File: config.mk
export PLATFORM = sky130hd
export DESIGN_NAME = indexed_array_list_top
export DESIGN_NICKNAME = d
export VERILOG_FILES = /design/src/design/ial_pkg.sv /design/src/design/ial_ram.sv /design/src/design/ial_ctrl.sv /design/src/design/indexed_array_list_top.sv
export SDC_FILE = /design/constraint.sdc
export NUM_CORES = 2
export LEC_CHECK = 0
export BUFFER_PORTS_ARGS = -buffer_cell sky130_fd_sc_hd__buf_2
export CORE_MARGIN = 5
export CORE_UTILIZATION = 30
export CTS_CLUSTER_DIAMETER = 150
export DETAILED_ROUTE_END_ITERATION = 7
export MAX_ROUTING_LAYER = met4
export PLACE_DENSITY = 0.41
export SYNTH_ARGS = -nofsm -noshare
export SYNTH_HDL_FRONTEND = slang
export SYNTH_SLANG_ARGS = --single-unit
File: constraint.sdc
create_clock -name i_clk -period 7.2 [get_ports i_clk]
set_clock_uncertainty 0.1 [all_clocks]
set_input_delay 1.44 -clock i_clk [delete_from_list [all_inputs] [get_ports i_clk]]
set_output_delay 1.44 -clock i_clk [all_outputs]
set_load 0.005 [all_outputs]
File: src/design/ial_pkg.sv
// Package for the indexed array list: command and status codes,
// sequencer states and the result word type. No dependencies.
`default_nettype none

package ial_pkg;

    localparam logic [2:0] CMD_APPEND     = 3'd0;
    localparam logic [2:0] CMD_INSERT_AT  = 3'd1;
    localparam logic [2:0] CMD_REMOVE_VAL = 3'd2;
    localparam logic [2:0] CMD_REMOVE_AT  = 3'd3;
    localparam logic [2:0] CMD_CLEAR      = 3'd4;
    localparam logic [2:0] CMD_GET        = 3'd5;
    localparam logic [2:0] CMD_FIND       = 3'd6;

    localparam logic [1:0] ST_OK       = 2'd0;
    localparam logic [1:0] ST_RANGE    = 2'd1;
    localparam logic [1:0] ST_NOTFOUND = 2'd2;
    localparam logic [1:0] ST_FULL     = 2'd3;

    typedef enum logic [3:0] {
        S_IDLE,
        S_EXEC,
        S_INS_RD,
        S_INS_WR,
        S_SRCH_RD,
        S_SRCH_CMP,
        S_DEL_RD,
        S_DEL_WR,
        S_GET_WAIT,
        S_DONE
    } t_state;

    typedef struct packed {
        logic       empty_res;
        logic [6:0] count;
        logic [5:0] found_index;
        logic [31:0] data;
        logic [1:0] status;
    } t_result;

endpackage

`default_nettype wire

File: src/design/ial_ram.sv
// Generic single-write, single-read RAM with registered read data.
// No dependencies.
`default_nettype none

module ial_ram #(
    parameter int WIDTH = 32,
    parameter int DEPTH = 64
) (
    input  wire logic                     i_clk,
    input  wire logic                     i_we,
    input  wire logic [$clog2(DEPTH)-1:0] i_waddr,
    input  wire logic [WIDTH-1:0]         i_wdata,
    input  wire logic [$clog2(DEPTH)-1:0] i_raddr,
    output logic      [WIDTH-1:0]         o_rdata
);

    logic [WIDTH-1:0] r_mem [DEPTH];

    always_ff @(posedge i_clk) begin
        if (i_we) begin
            r_mem[i_waddr] <= i_wdata;
        end
        o_rdata <= r_mem[i_raddr];
    end

endmodule

`default_nettype wire

File: src/design/ial_ctrl.sv
// Sequencer and datapath of the list: walks the entry RAM with one
// pointer and one compare. Depends on ial_pkg.
`default_nettype none

module ial_ctrl #(
    parameter int CAPACITY   = 64,
    parameter int DATA_WIDTH = 32
) (
    input  wire logic                        i_clk,
    input  wire logic                        i_rst_n,
    input  wire logic                        i_start,
    input  wire logic [2:0]                  i_cmd,
    input  wire logic [31:0]                 i_value,
    input  wire logic [5:0]                  i_index,
    input  wire logic                        i_out_free,
    output logic                             o_ready,
    output logic                             o_done,
    output ial_pkg::t_result                 o_result,
    output logic                             o_we,
    output logic [$clog2(CAPACITY)-1:0]      o_waddr,
    output logic [DATA_WIDTH-1:0]            o_wdata,
    output logic [$clog2(CAPACITY)-1:0]      o_raddr,
    input  wire logic [DATA_WIDTH-1:0]       i_rdata
);

    localparam int AW = $clog2(CAPACITY);
    localparam int CW = $clog2(CAPACITY + 1);
    localparam int XW = (CW > 6) ? CW : 6;
    localparam logic [CW-1:0] CAP_C = CW'(CAPACITY);

    ial_pkg::t_state r_state, n_state;

    logic [2:0]            r_cmd;
    logic [DATA_WIDTH-1:0] r_val;
    logic [5:0]            r_idx;
    logic [CW-1:0]         r_count;
    logic [CW-1:0]         r_ptr;
    logic [1:0]            r_status;
    logic [DATA_WIDTH-1:0] r_data;
    logic [5:0]            r_fidx;

    logic [CW-1:0] w_ptr_inc;
    logic [CW-1:0] w_ptr_dec;
    logic [CW-1:0] w_idx_c;
    logic          w_idx_bad;
    logic          w_full;
    logic          w_hit;
    logic          w_last;

    assign w_ptr_inc = r_ptr + CW'(1);
    assign w_ptr_dec = r_ptr - CW'(1);
    assign w_idx_c   = CW'(r_idx);
    assign w_idx_bad = XW'(r_idx) >= XW'(r_count);
    assign w_full    = r_count >= CAP_C;
    assign w_hit     = i_rdata == r_val;
    assign w_last    = w_ptr_inc >= r_count;

    // next state
    always_comb begin
        n_state = r_state;
        case (r_state)
            ial_pkg::S_IDLE: begin
                if (i_start) n_state = ial_pkg::S_EXEC;
            end
            ial_pkg::S_EXEC: begin
                case (r_cmd)
                    ial_pkg::CMD_INSERT_AT: begin
                        if (w_idx_bad || w_full) n_state = ial_pkg::S_DONE;
                        else                     n_state = ial_pkg::S_INS_RD;
                    end
                    ial_pkg::CMD_REMOVE_VAL, ial_pkg::CMD_FIND: begin
                        if (r_count == '0) n_state = ial_pkg::S_DONE;
                        else               n_state = ial_pkg::S_SRCH_RD;
                    end
                    ial_pkg::CMD_REMOVE_AT: begin
                        if (w_idx_bad) n_state = ial_pkg::S_DONE;
                        else           n_state = ial_pkg::S_DEL_RD;
                    end
                    ial_pkg::CMD_GET: begin
                        if (w_idx_bad) n_state = ial_pkg::S_DONE;
                        else           n_state = ial_pkg::S_GET_WAIT;
                    end
                    default: n_state = ial_pkg::S_DONE;
                endcase
            end
            ial_pkg::S_INS_RD: begin
                if (r_ptr == w_idx_c) n_state = ial_pkg::S_DONE;
                else                  n_state = ial_pkg::S_INS_WR;
            end
            ial_pkg::S_INS_WR:   n_state = ial_pkg::S_INS_RD;
            ial_pkg::S_SRCH_RD:  n_state = ial_pkg::S_SRCH_CMP;
            ial_pkg::S_SRCH_CMP: begin
                if (w_hit) begin
                    if (r_cmd == ial_pkg::CMD_FIND) n_state = ial_pkg::S_DONE;
                    else                            n_state = ial_pkg::S_DEL_RD;
                end else if (w_last) begin
                    n_state = ial_pkg::S_DONE;
                end else begin
                    n_state = ial_pkg::S_SRCH_RD;
                end
            end
            ial_pkg::S_DEL_RD: begin
                if (w_last) n_state = ial_pkg::S_DONE;
                else        n_state = ial_pkg::S_DEL_WR;
            end
            ial_pkg::S_DEL_WR:   n_state = ial_pkg::S_DEL_RD;
            ial_pkg::S_GET_WAIT: n_state = ial_pkg::S_DONE;
            ial_pkg::S_DONE: begin
                if (i_out_free) n_state = ial_pkg::S_IDLE;
            end
            default: n_state = ial_pkg::S_IDLE;
        endcase
    end

    // outputs and RAM control
    always_comb begin
        o_ready = r_state == ial_pkg::S_IDLE;
        o_done  = (r_state == ial_pkg::S_DONE) && i_out_free;
        o_we    = 1'b0;
        o_waddr = r_ptr[AW-1:0];
        o_wdata = i_rdata;
        o_raddr = r_ptr[AW-1:0];
        case (r_state)
            ial_pkg::S_EXEC: begin
                o_raddr = w_idx_c[AW-1:0];
                if (r_cmd == ial_pkg::CMD_APPEND && !w_full) begin
                    o_we    = 1'b1;
                    o_waddr = r_count[AW-1:0];
                    o_wdata = r_val;
                end
            end
            ial_pkg::S_INS_RD: begin
                o_raddr = w_ptr_dec[AW-1:0];
                if (r_ptr == w_idx_c) begin
                    o_we    = 1'b1;
                    o_wdata = r_val;
                end
            end
            ial_pkg::S_INS_WR: o_we = 1'b1;
            ial_pkg::S_DEL_RD: o_raddr = w_ptr_inc[AW-1:0];
            ial_pkg::S_DEL_WR: o_we = 1'b1;
            default: ;
        endcase
        o_result.status      = r_status;
        o_result.data        = 32'(r_data);
        o_result.found_index = r_fidx;
        o_result.count       = 7'(r_count);
        o_result.empty_res   = r_count == '0;
    end

    always_ff @(posedge i_clk) begin
        if (!i_rst_n) begin
            r_state <= ial_pkg::S_IDLE;
            r_count <= '0;
        end else begin
            r_state <= n_state;
            case (r_state)
                ial_pkg::S_EXEC: begin
                    case (r_cmd)
                        ial_pkg::CMD_APPEND: begin
                            if (!w_full) r_count <= r_count + CW'(1);
                        end
                        ial_pkg::CMD_CLEAR: r_count <= '0;
                        default: ;
                    endcase
                end
                ial_pkg::S_INS_RD: begin
                    if (r_ptr == w_idx_c) r_count <= r_count + CW'(1);
                end
                ial_pkg::S_DEL_RD: begin
                    if (w_last) r_count <= r_count - CW'(1);
                end
                default: ;
            endcase
        end
    end

    always_ff @(posedge i_clk) begin
        case (r_state)
            ial_pkg::S_IDLE: begin
                if (i_start) begin
                    r_cmd    <= i_cmd;
                    r_val    <= DATA_WIDTH'(i_value);
                    r_idx    <= i_index;
                    r_status <= ial_pkg::ST_OK;
                    r_data   <= '0;
                    r_fidx   <= '0;
                end
            end
            ial_pkg::S_EXEC: begin
                case (r_cmd)
                    ial_pkg::CMD_APPEND: begin
                        if (w_full) r_status <= ial_pkg::ST_FULL;
                    end
                    ial_pkg::CMD_INSERT_AT: begin
                        r_ptr <= r_count;
                        if (w_idx_bad)   r_status <= ial_pkg::ST_RANGE;
                        else if (w_full) r_status <= ial_pkg::ST_FULL;
                    end
                    ial_pkg::CMD_REMOVE_VAL, ial_pkg::CMD_FIND: begin
                        r_ptr <= '0;
                        if (r_count == '0) r_status <= ial_pkg::ST_NOTFOUND;
                    end
                    ial_pkg::CMD_REMOVE_AT, ial_pkg::CMD_GET: begin
                        r_ptr <= w_idx_c;
                        if (w_idx_bad) r_status <= ial_pkg::ST_RANGE;
                    end
                    default: ;
                endcase
            end
            ial_pkg::S_INS_WR: r_ptr <= w_ptr_dec;
            ial_pkg::S_SRCH_CMP: begin
                if (w_hit) begin
                    if (r_cmd == ial_pkg::CMD_FIND) r_fidx <= 6'(r_ptr);
                end else if (w_last) begin
                    r_status <= ial_pkg::ST_NOTFOUND;
                end else begin
                    r_ptr <= w_ptr_inc;
                end
            end
            ial_pkg::S_DEL_WR:   r_ptr  <= w_ptr_inc;
            ial_pkg::S_GET_WAIT: r_data <= i_rdata;
            default: ;
        endcase
    end

endmodule

`default_nettype wire

File: src/design/indexed_array_list_top.sv
// Top level of the indexed array list: stream ports, output word register,
// sequencer and entry RAM. Depends on ial_pkg, ial_ram and ial_ctrl.
//
//   port group  dir  word layout
//   s_axis      in   tuser[2:0] cmd; tdata[31:0] value, [37:32] index
//   m_axis      out  tdata[1:0] status, [33:2] data, [39:34] found_index,
//                    [46:40] count, [47] empty_res
//
// One word at a time. Append, clear, bad index or unused code finish from the
// execute state; get adds a wait for the RAM read. Find and remove value scan
// one entry per read and compare; insert and the shift of a removal move one
// entry per read then write of the entry RAM.
// Reset clears the count, the sequencer state and the output valid flag;
// the RAM is not cleared. A finished word waits in the output register; the
// next word is taken meanwhile and its result is held until the register frees.
`default_nettype none

module indexed_array_list_top #(
    parameter int CAPACITY   = 64,
    parameter int DATA_WIDTH = 32
) (
    input  wire logic        i_clk,
    input  wire logic        i_rst_n,
    input  wire logic        s_axis_tvalid,
    output logic             s_axis_tready,
    input  wire logic [39:0] s_axis_tdata,   // value, index, pad
    input  wire logic [2:0]  s_axis_tuser,   // cmd
    output logic             m_axis_tvalid,
    input  wire logic        m_axis_tready,
    output logic [47:0]      m_axis_tdata    // status, data, found_index, count, empty_res
);

    localparam int AW = $clog2(CAPACITY);

    logic                  w_ready;
    logic                  w_start;
    logic                  w_done;
    logic                  w_out_free;
    ial_pkg::t_result      w_result;
    logic                  w_we;
    logic [AW-1:0]         w_waddr;
    logic [DATA_WIDTH-1:0] w_wdata;
    logic [AW-1:0]         w_raddr;
    logic [DATA_WIDTH-1:0] w_rdata;

    logic             r_out_valid;
    ial_pkg::t_result r_out;

    assign s_axis_tready = w_ready;
    assign w_start       = s_axis_tvalid && w_ready;
    assign w_out_free    = !r_out_valid || m_axis_tready;

    ial_ctrl #(
        .CAPACITY   (CAPACITY),
        .DATA_WIDTH (DATA_WIDTH)
    ) u_ctrl (
        .i_clk      (i_clk),
        .i_rst_n    (i_rst_n),
        .i_start    (w_start),
        .i_cmd      (s_axis_tuser),
        .i_value    (s_axis_tdata[31:0]),
        .i_index    (s_axis_tdata[37:32]),
        .i_out_free (w_out_free),
        .o_ready    (w_ready),
        .o_done     (w_done),
        .o_result   (w_result),
        .o_we       (w_we),
        .o_waddr    (w_waddr),
        .o_wdata    (w_wdata),
        .o_raddr    (w_raddr),
        .i_rdata    (w_rdata)
    );

    ial_ram #(
        .WIDTH (DATA_WIDTH),
        .DEPTH (CAPACITY)
    ) u_ram (
        .i_clk   (i_clk),
        .i_we    (w_we),
        .i_waddr (w_waddr),
        .i_wdata (w_wdata),
        .i_raddr (w_raddr),
        .o_rdata (w_rdata)
    );

    always_ff @(posedge i_clk) begin
        if (!i_rst_n) begin
            r_out_valid <= 1'b0;
        end else if (w_done) begin
            r_out_valid <= 1'b1;
        end else if (m_axis_tready) begin
            r_out_valid <= 1'b0;
        end
    end

    always_ff @(posedge i_clk) begin
        if (w_done) begin
            r_out <= w_result;
        end
    end

    assign m_axis_tvalid = r_out_valid;
    assign m_axis_tdata  = {r_out.empty_res, r_out.count, r_out.found_index,
                            r_out.data, r_out.status};

endmodule

`default_nettype wire

Word level (Yosys, flattened, before mapping):

Memories as Yosys holds them, arrays and structs flattened. A register that Yosys moved wholly into a read port is not among the register bits.
Cells that the tools add are included.

* register bits after elaboration: 148
* memory bits (writable): 2048
* bits of input ports: 47
* output and inout bits: 50
* logic and storage cells: 131
* memories: 1

Memories
* u_ram.r_mem: words 64, bits a word 32, read ports 1, clocked after Yosys merged registers in 1, write ports 1, line ial_ram.sv:17 `logic [WIDTH-1:0] r_mem [DEPTH];`

* add/sub/neg operators: 4
* magnitude comparators: 3
* equal/unequal tests: 32
* muxes and demuxes: 50
* reduce and logical (&&, ||, !) cells: 26

Operators by type and width (count)
* case mux 32 bit (2 select lines): 2
* two-way mux 32 bit: 3
* case mux 7 bit (3 select lines): 2
* two-way mux 4 bit: 10
* case mux 4 bit (10 select lines): 1
* two-way mux 7 bit: 5
* equality test 32 bit: 1
* two-way mux 6 bit: 5
* case mux 7 bit (4 select lines): 1
* case mux 6 bit (3 select lines): 1
* equality test 4 x 3 -> 1 bit, second input constant: 4
* case mux 4 bit (4 select lines): 1
* adder 7 x 1 -> 7 bit, second input constant: 2
* two-way mux 2 bit: 7
* inequality test 2 x 1 -> 1 bit, second input constant: 7
* case mux 7 bit (2 select lines): 1
* subtractor 7 x 1 -> 7 bit, second input constant: 2
* case mux 6 bit (2 select lines): 1
* equality test 3 bit, second input constant: 3
* equality test 4 x 2 -> 1 bit, second input constant: 2
* equality test 4 bit, second input constant: 2
* case mux 2 bit (4 select lines): 1
* AND reduction 4 bit: 2
* equality test 7 x 6 -> 1 bit: 1
* 27 further kinds: 48

Longest topological paths before layout:

* depth after elaboration: 7
* depth in mapped cells: 15
* mapped depth without buffers: 11

Modules after synthesis:

A second synthesis with hierarchy kept.

* cell total of the unflattened synthesis: 3915
* area, all modules: 86040.0 µm²

By module, submodules not included
* ial_ram: times used 1, cells an instance 3324, area each 78512.8 µm², seq. area each 62139.6 µm²
* ial_ctrl: times used 1, cells an instance 538, area each 6030.8 µm², seq. area each 2862.7 µm²
* indexed_array_list_top: times used 1, cells an instance 53, area each 1496.4 µm², seq. area each 1461.4 µm²

Least setup slack after synthesis:

Ideal clock, no wire load.

* path kind: register to register
* start: register u_ctrl.r_ptr[3]
* end: memory u_ram.r_mem[53][0], enable pin
* library setup time: 0.468 ns
* data arrival time: 4.529 ns
* required time: 6.632 ns
* slack: 2.103 ns
* stages on the path, launching flop included: 10
* buffers on the path: 2
* period minus slack after synthesis: 5.097 ns
* path through: edfxtp_1 > buf_2 > xor2_1 > nor4_1 > nand4_1 > o21ai_1 > a21o_1 > clkbuf_1 > nand3_1 > nor3b_1

* word-level cells in the longest chain between the ends: 5
* elaborated cells between the ends (all ways): 7
* classes of those cells: eq/ne (1); mux (6)

Ends and longest elaborated chain
* start, declared: line ial_ctrl.sv:37 `logic [CW-1:0] r_ptr;`
* start signal, assigned: line ial_ctrl.sv:196 `r_ptr <= r_count;`
* start signal, assigned: line ial_ctrl.sv:205 `r_ptr <= w_idx_c;`
* start signal, assigned: line ial_ctrl.sv:211 `ial_pkg::S_INS_WR: r_ptr <= w_ptr_dec;`
* equality test 7 x 6 -> 1 bit: line ial_ctrl.sv:134 `if (r_ptr == w_idx_c) begin`
* two-way mux 1 bit: line ial_ctrl.sv:134
* case mux 1 bit (3 select lines): line ial_ctrl.sv:123 `case (r_state)`
* two-way mux 1 bit: line ial_ram.sv:20 `if (i_we) begin`
* two-way mux 1 bit (implied by the code): line ial_ram.sv:21 `r_mem[i_waddr] <= i_wdata;`
* end, declared: line ial_ram.sv:17

Several ways; a longest one is shown, not always the timed one.

Worst setup path after layout:

* start: register u_ctrl.r_ptr[0]
* end: register u_ram.o_rdata[15] (read register of u_ram.r_mem)

* word-level cells in the longest chain between the ends: 2
* elaborated cells between the ends (all ways): 3
* classes of those cells: add/sub (2); mux (1)

Ends and longest elaborated chain
* adder 7 x 1 -> 7 bit / subtractor 7 x 1 -> 7 bit (equally long branches): line ial_ctrl.sv:50, ial_ctrl.sv:51
* case mux 6 bit (3 select lines) (*): line ial_ctrl.sv:123
* end, declared: line ial_ram.sv:14 `output logic [WIDTH-1:0] o_rdata`

Mark *: on every way between the ends. The rest lies on a longest branch, timed or not.
A chain may end at the register's enable or synchronous reset.

==> run summary <==
Leakage: 32.6 nW
Layout Nets: 5,799
CTS root buffer: clkbuf_16
Post-route ant nets: 0
Vias post-DR: 49,322
DP Wirelength: 161,000 µm
Least-Margin Pin Slew: 1.27 ns
Maximum vdd drop: 452 µV
Total track usage: 0.187
Sequential area share after synthesis: 0.760
Die Footprint: 302,000 µm²
Avg WL per Cell: 28.6 µm
RSZ-0062 raised after global routing: no
DRC: 0
IO Port Bufs: 94
Core area: 291,000 µm²
Startpoint Class: flip-flop
Buffers and inverters on the worst path: 3
Total I/O pin count: 97
R2r setup slk: 1.64 ns
Max Clk Rate: 180 MHz
Final setup viols: 0
Vias in the first global route: 49,122
TritonCTS Sinks: 2,228
Routability cong.: 0.842
Post-synthesis adder-cell area fraction: 0.00258
Worst Setup Slack, final: 1.64 ns
Minimum clock period: 5.56 ns
Sw Ratio: 0.395
Clock share of power: 0.257
Fin crit share: 0.773
Chip height: 550 µm
Synthesized cell area: 87,400 µm²
Clk slew on worst S/H paths: 0.07 ns
Fill cell count: 27,807
Largest family of logic cells by synthesized area: simple AND/OR/NAND/NOR gates
Max-slew headroom: 0.154
Max_cap viols: 0
Pin count of the biggest net entering global routing: 172
Initial antenna violation count: 16
Hold_sp: u_ctrl.r_data[25]
CP Class: reg -> reg
Crit path max fanout: 55
CTS Buffer Depth: 4
Most frequent cells in the layout: edfxtp_1 (2,184), nand2_1 (1,212), nand3_1 (350), a21oi_1 (267), clkbuf_16 (249)
Slew Viols, Final: 0
Num rows: 198
Reg power frac: 0.360
Cells after Synth: 5,534
CTS tree: done
TritonRoute pass-1 iters: 6
DP Worst Slack: 1.61 ns
Starting density of the core: 0.301
P_sw: 18.6 mW
Xor and xnor fraction of the mapped netlist area: 0.00481
Via/cell ratio: 5.01
Commonest non-fill, non-tap cell in the layout: edfxtp_1
Total gr overflow: 0
Hold Path Class: reg -> reg
Area fraction in compound gates after synthesis: 0.0447
Cell family with most CP delay: compound AO/OA/AOI/OAI gates
Flop and latch count out of synthesis: 2,228
Critical R2R Capture: u_ram.o_rdata[15]
Critical path data required time: 7.85 ns
Slowest stage cell, crit path: a2111oi_0
Final wirelength: 281,000 µm
P&R area growth vs syn: 15.9%
Mux share of post-synthesis cell area: 0.0695
Primary FF master, synth: edfxtp_1
Async set or reset register ratio after synthesis: 0
Status: complete, no violations
Hold Vio Cnt, Final: 0
Synth cell types: 74
Most used cell along the critical path: nor2_1
FF-to-FF path depth: 13
Syn nets: 5,599
Internal power: 28.6 mW
Final Core Density: 0.348
Worst R2R Start: u_ctrl.r_ptr[0]
PwrDens: 466 nW/µm²
Comb pwr share: 0.383
Synth warn: 0
Hold buffers post-CTS: 0
Hold Path Depth: 0
Fin Setup TNS: 0 ns
CTS resizes: 0
Post-synthesis simple-gate area fraction: 0.0987
Worst Hold End: m_axis_tdata[27]
Setup bufs post-CTS: 0
Layout cell share with drive strength beyond 1: 0.169
Syn Area/Cell: 15.8 µm²
Post-synth EDFFs: 2,184
Clk_lat worst skew: 0.92 ns
Slowest stage delay, CP: 0.95 ns
First-pass GRT wire length: 393,000 µm
Critical path arrival: 6.21 ns
H-tree lvl count: 4
Cts bufs inserted: 247
Critical Path, Cell by Cell: inv_1, ha_1, xor2_1, nor2_1, o31a_2, buf_12, nor2_1, nand2_1, buf_4, a21oi_1, a2111oi_0, and3_1, a211oi_1
Number of DRC markers in iteration 0: 4,859
Die Wd: 550 µm
Crit end category: flip-flop
[cell type report]
type	instances	area (µm²)	share of cell area
clock buffers	309	6480	0.0639
flip-flops and latches	2228	66500	0.656
multi-input cells	2946	19900	0.196
diodes	5	12.5	0.000124
repair buffers	290	2320	0.0229
clock inverters	138	1140	0.0113
well taps	3900	4880	0.0482
inverters	21	78.8	0.000778
[cell families (layout without fill, tap and decap cells)]
family,count (synthesis),after routing
other cells,0,5
flops,2228,2228
mux,293,293
fa+ha+maj,18,18
simple gates,1989,1989
xor+xnor,48,48
compound gates,598,598
buf+inv,360,758
[cell usage after synthesis (6+ instances only)]
library cell / instances / area, µm²
o31ai_1: 43 / 323
mux2_2: 33 / 372
nand3_1: 354 / 1770
a22oi_1: 40 / 300
buf_4: 23 / 173
inv_1: 21 / 78.8
nor3_1: 101 / 505
o21ai_0: 25 / 125
nor2_1: 111 / 417
xnor2_1: 6 / 52.6
o22ai_1: 38 / 238
a311oi_1: 67 / 587
mux4_2: 248 / 5590
and2_1: 37 / 231
dfxtp_1: 44 / 881
nand4_1: 11 / 68.8
nand2b_1: 11 / 68.8
clkbuf_1: 125 / 469
nor2b_1: 11 / 68.8
buf_1: 17 / 63.8
buf_2: 169 / 846
and3_1: 101 / 632
edfxtp_1: 2184 / 65600
xor2_1: 42 / 368
a21oi_1: 267 / 1340
nand2_1: 1213 / 4550
mux2i_1: 12 / 120
a211oi_1: 38 / 285
a21o_1: 7 / 52.6
ha_1: 18 / 225
a2111oi_0: 31 / 272
nor4_1: 11 / 68.8
[how the worst max path moves through the flow]
| stage | endpoint | start | cells after the start | slack [ns] |
|---|---|---|---|---|
| after floorplan | u_ram.r_mem[53][0] | u_ctrl.r_ptr[3] | 9 | 2.10 |
| after global placement | u_ram.o_rdata[15] | u_ctrl.r_ptr[0] | 13 | 1.73 |
| final | u_ram.o_rdata[15] | u_ctrl.r_ptr[0] | 13 | 1.64 |
| after CTS | u_ram.o_rdata[15] | u_ctrl.r_ptr[0] | 13 | 1.63 |
| after global routing | u_ram.o_rdata[15] | u_ctrl.r_ptr[0] | 13 | 1.43 |
| after detailed placement | u_ram.o_rdata[15] | u_ctrl.r_ptr[0] | 13 | 1.61 |
[power by group through the flow]
| stage | logic, mW | clock network [mW] | registers (mW) |
|---|---|---|---|
| finish | 18.1 | 12.1 | 17.0 |
| global route | 19.4 | 13.0 | 17.0 |
| CTS | 18.4 | 12.4 | 17.0 |
| detailed placement | 18.4 | 0 | 17.2 |
| global placement | 18.3 | 0 | 17.2 |
| floorplan | 10.4 | 0 | 17.0 |
[registers in the layout (all words and copies together), names as in the netlist]
name and cells:
m_axis_tvalid 1, u_ctrl.r_status 2, u_ctrl.r_fidx 6, u_ctrl.r_count 7
u_ctrl.r_cmd 3, u_ram.o_rdata 32, u_ram.r_mem 2048, u_ctrl.r_idx 6
u_ctrl.r_state 4, m_axis_tdata 48, u_ctrl.r_data 32, u_ctrl.r_ptr 7
u_ctrl.r_val 32
[metal layers]
metal	track usage	vias up	wire length [µm]
met3	0.0285	335	15400
li1	-	21646	-
met4	0.0414	0	6180
met1	0.251	26022	123000
met5	-	-	0
met2	0.302	1319	136000
[per-stage QoR]
step                      power [mW]  std cells  hold WS (ns)  instance area, µm²
after global placement          35.5       9384         0.301               93600
after CTS                       47.8       9831         0.322              101000
after floorplan                 27.4       5534         0.300               87400
final                           47.2       9837         0.320              101000
after detailed placement        35.6       9384         0.308               93600
after global routing            49.4       9833         0.324              101000
Power figures use the tool's default switching activity.
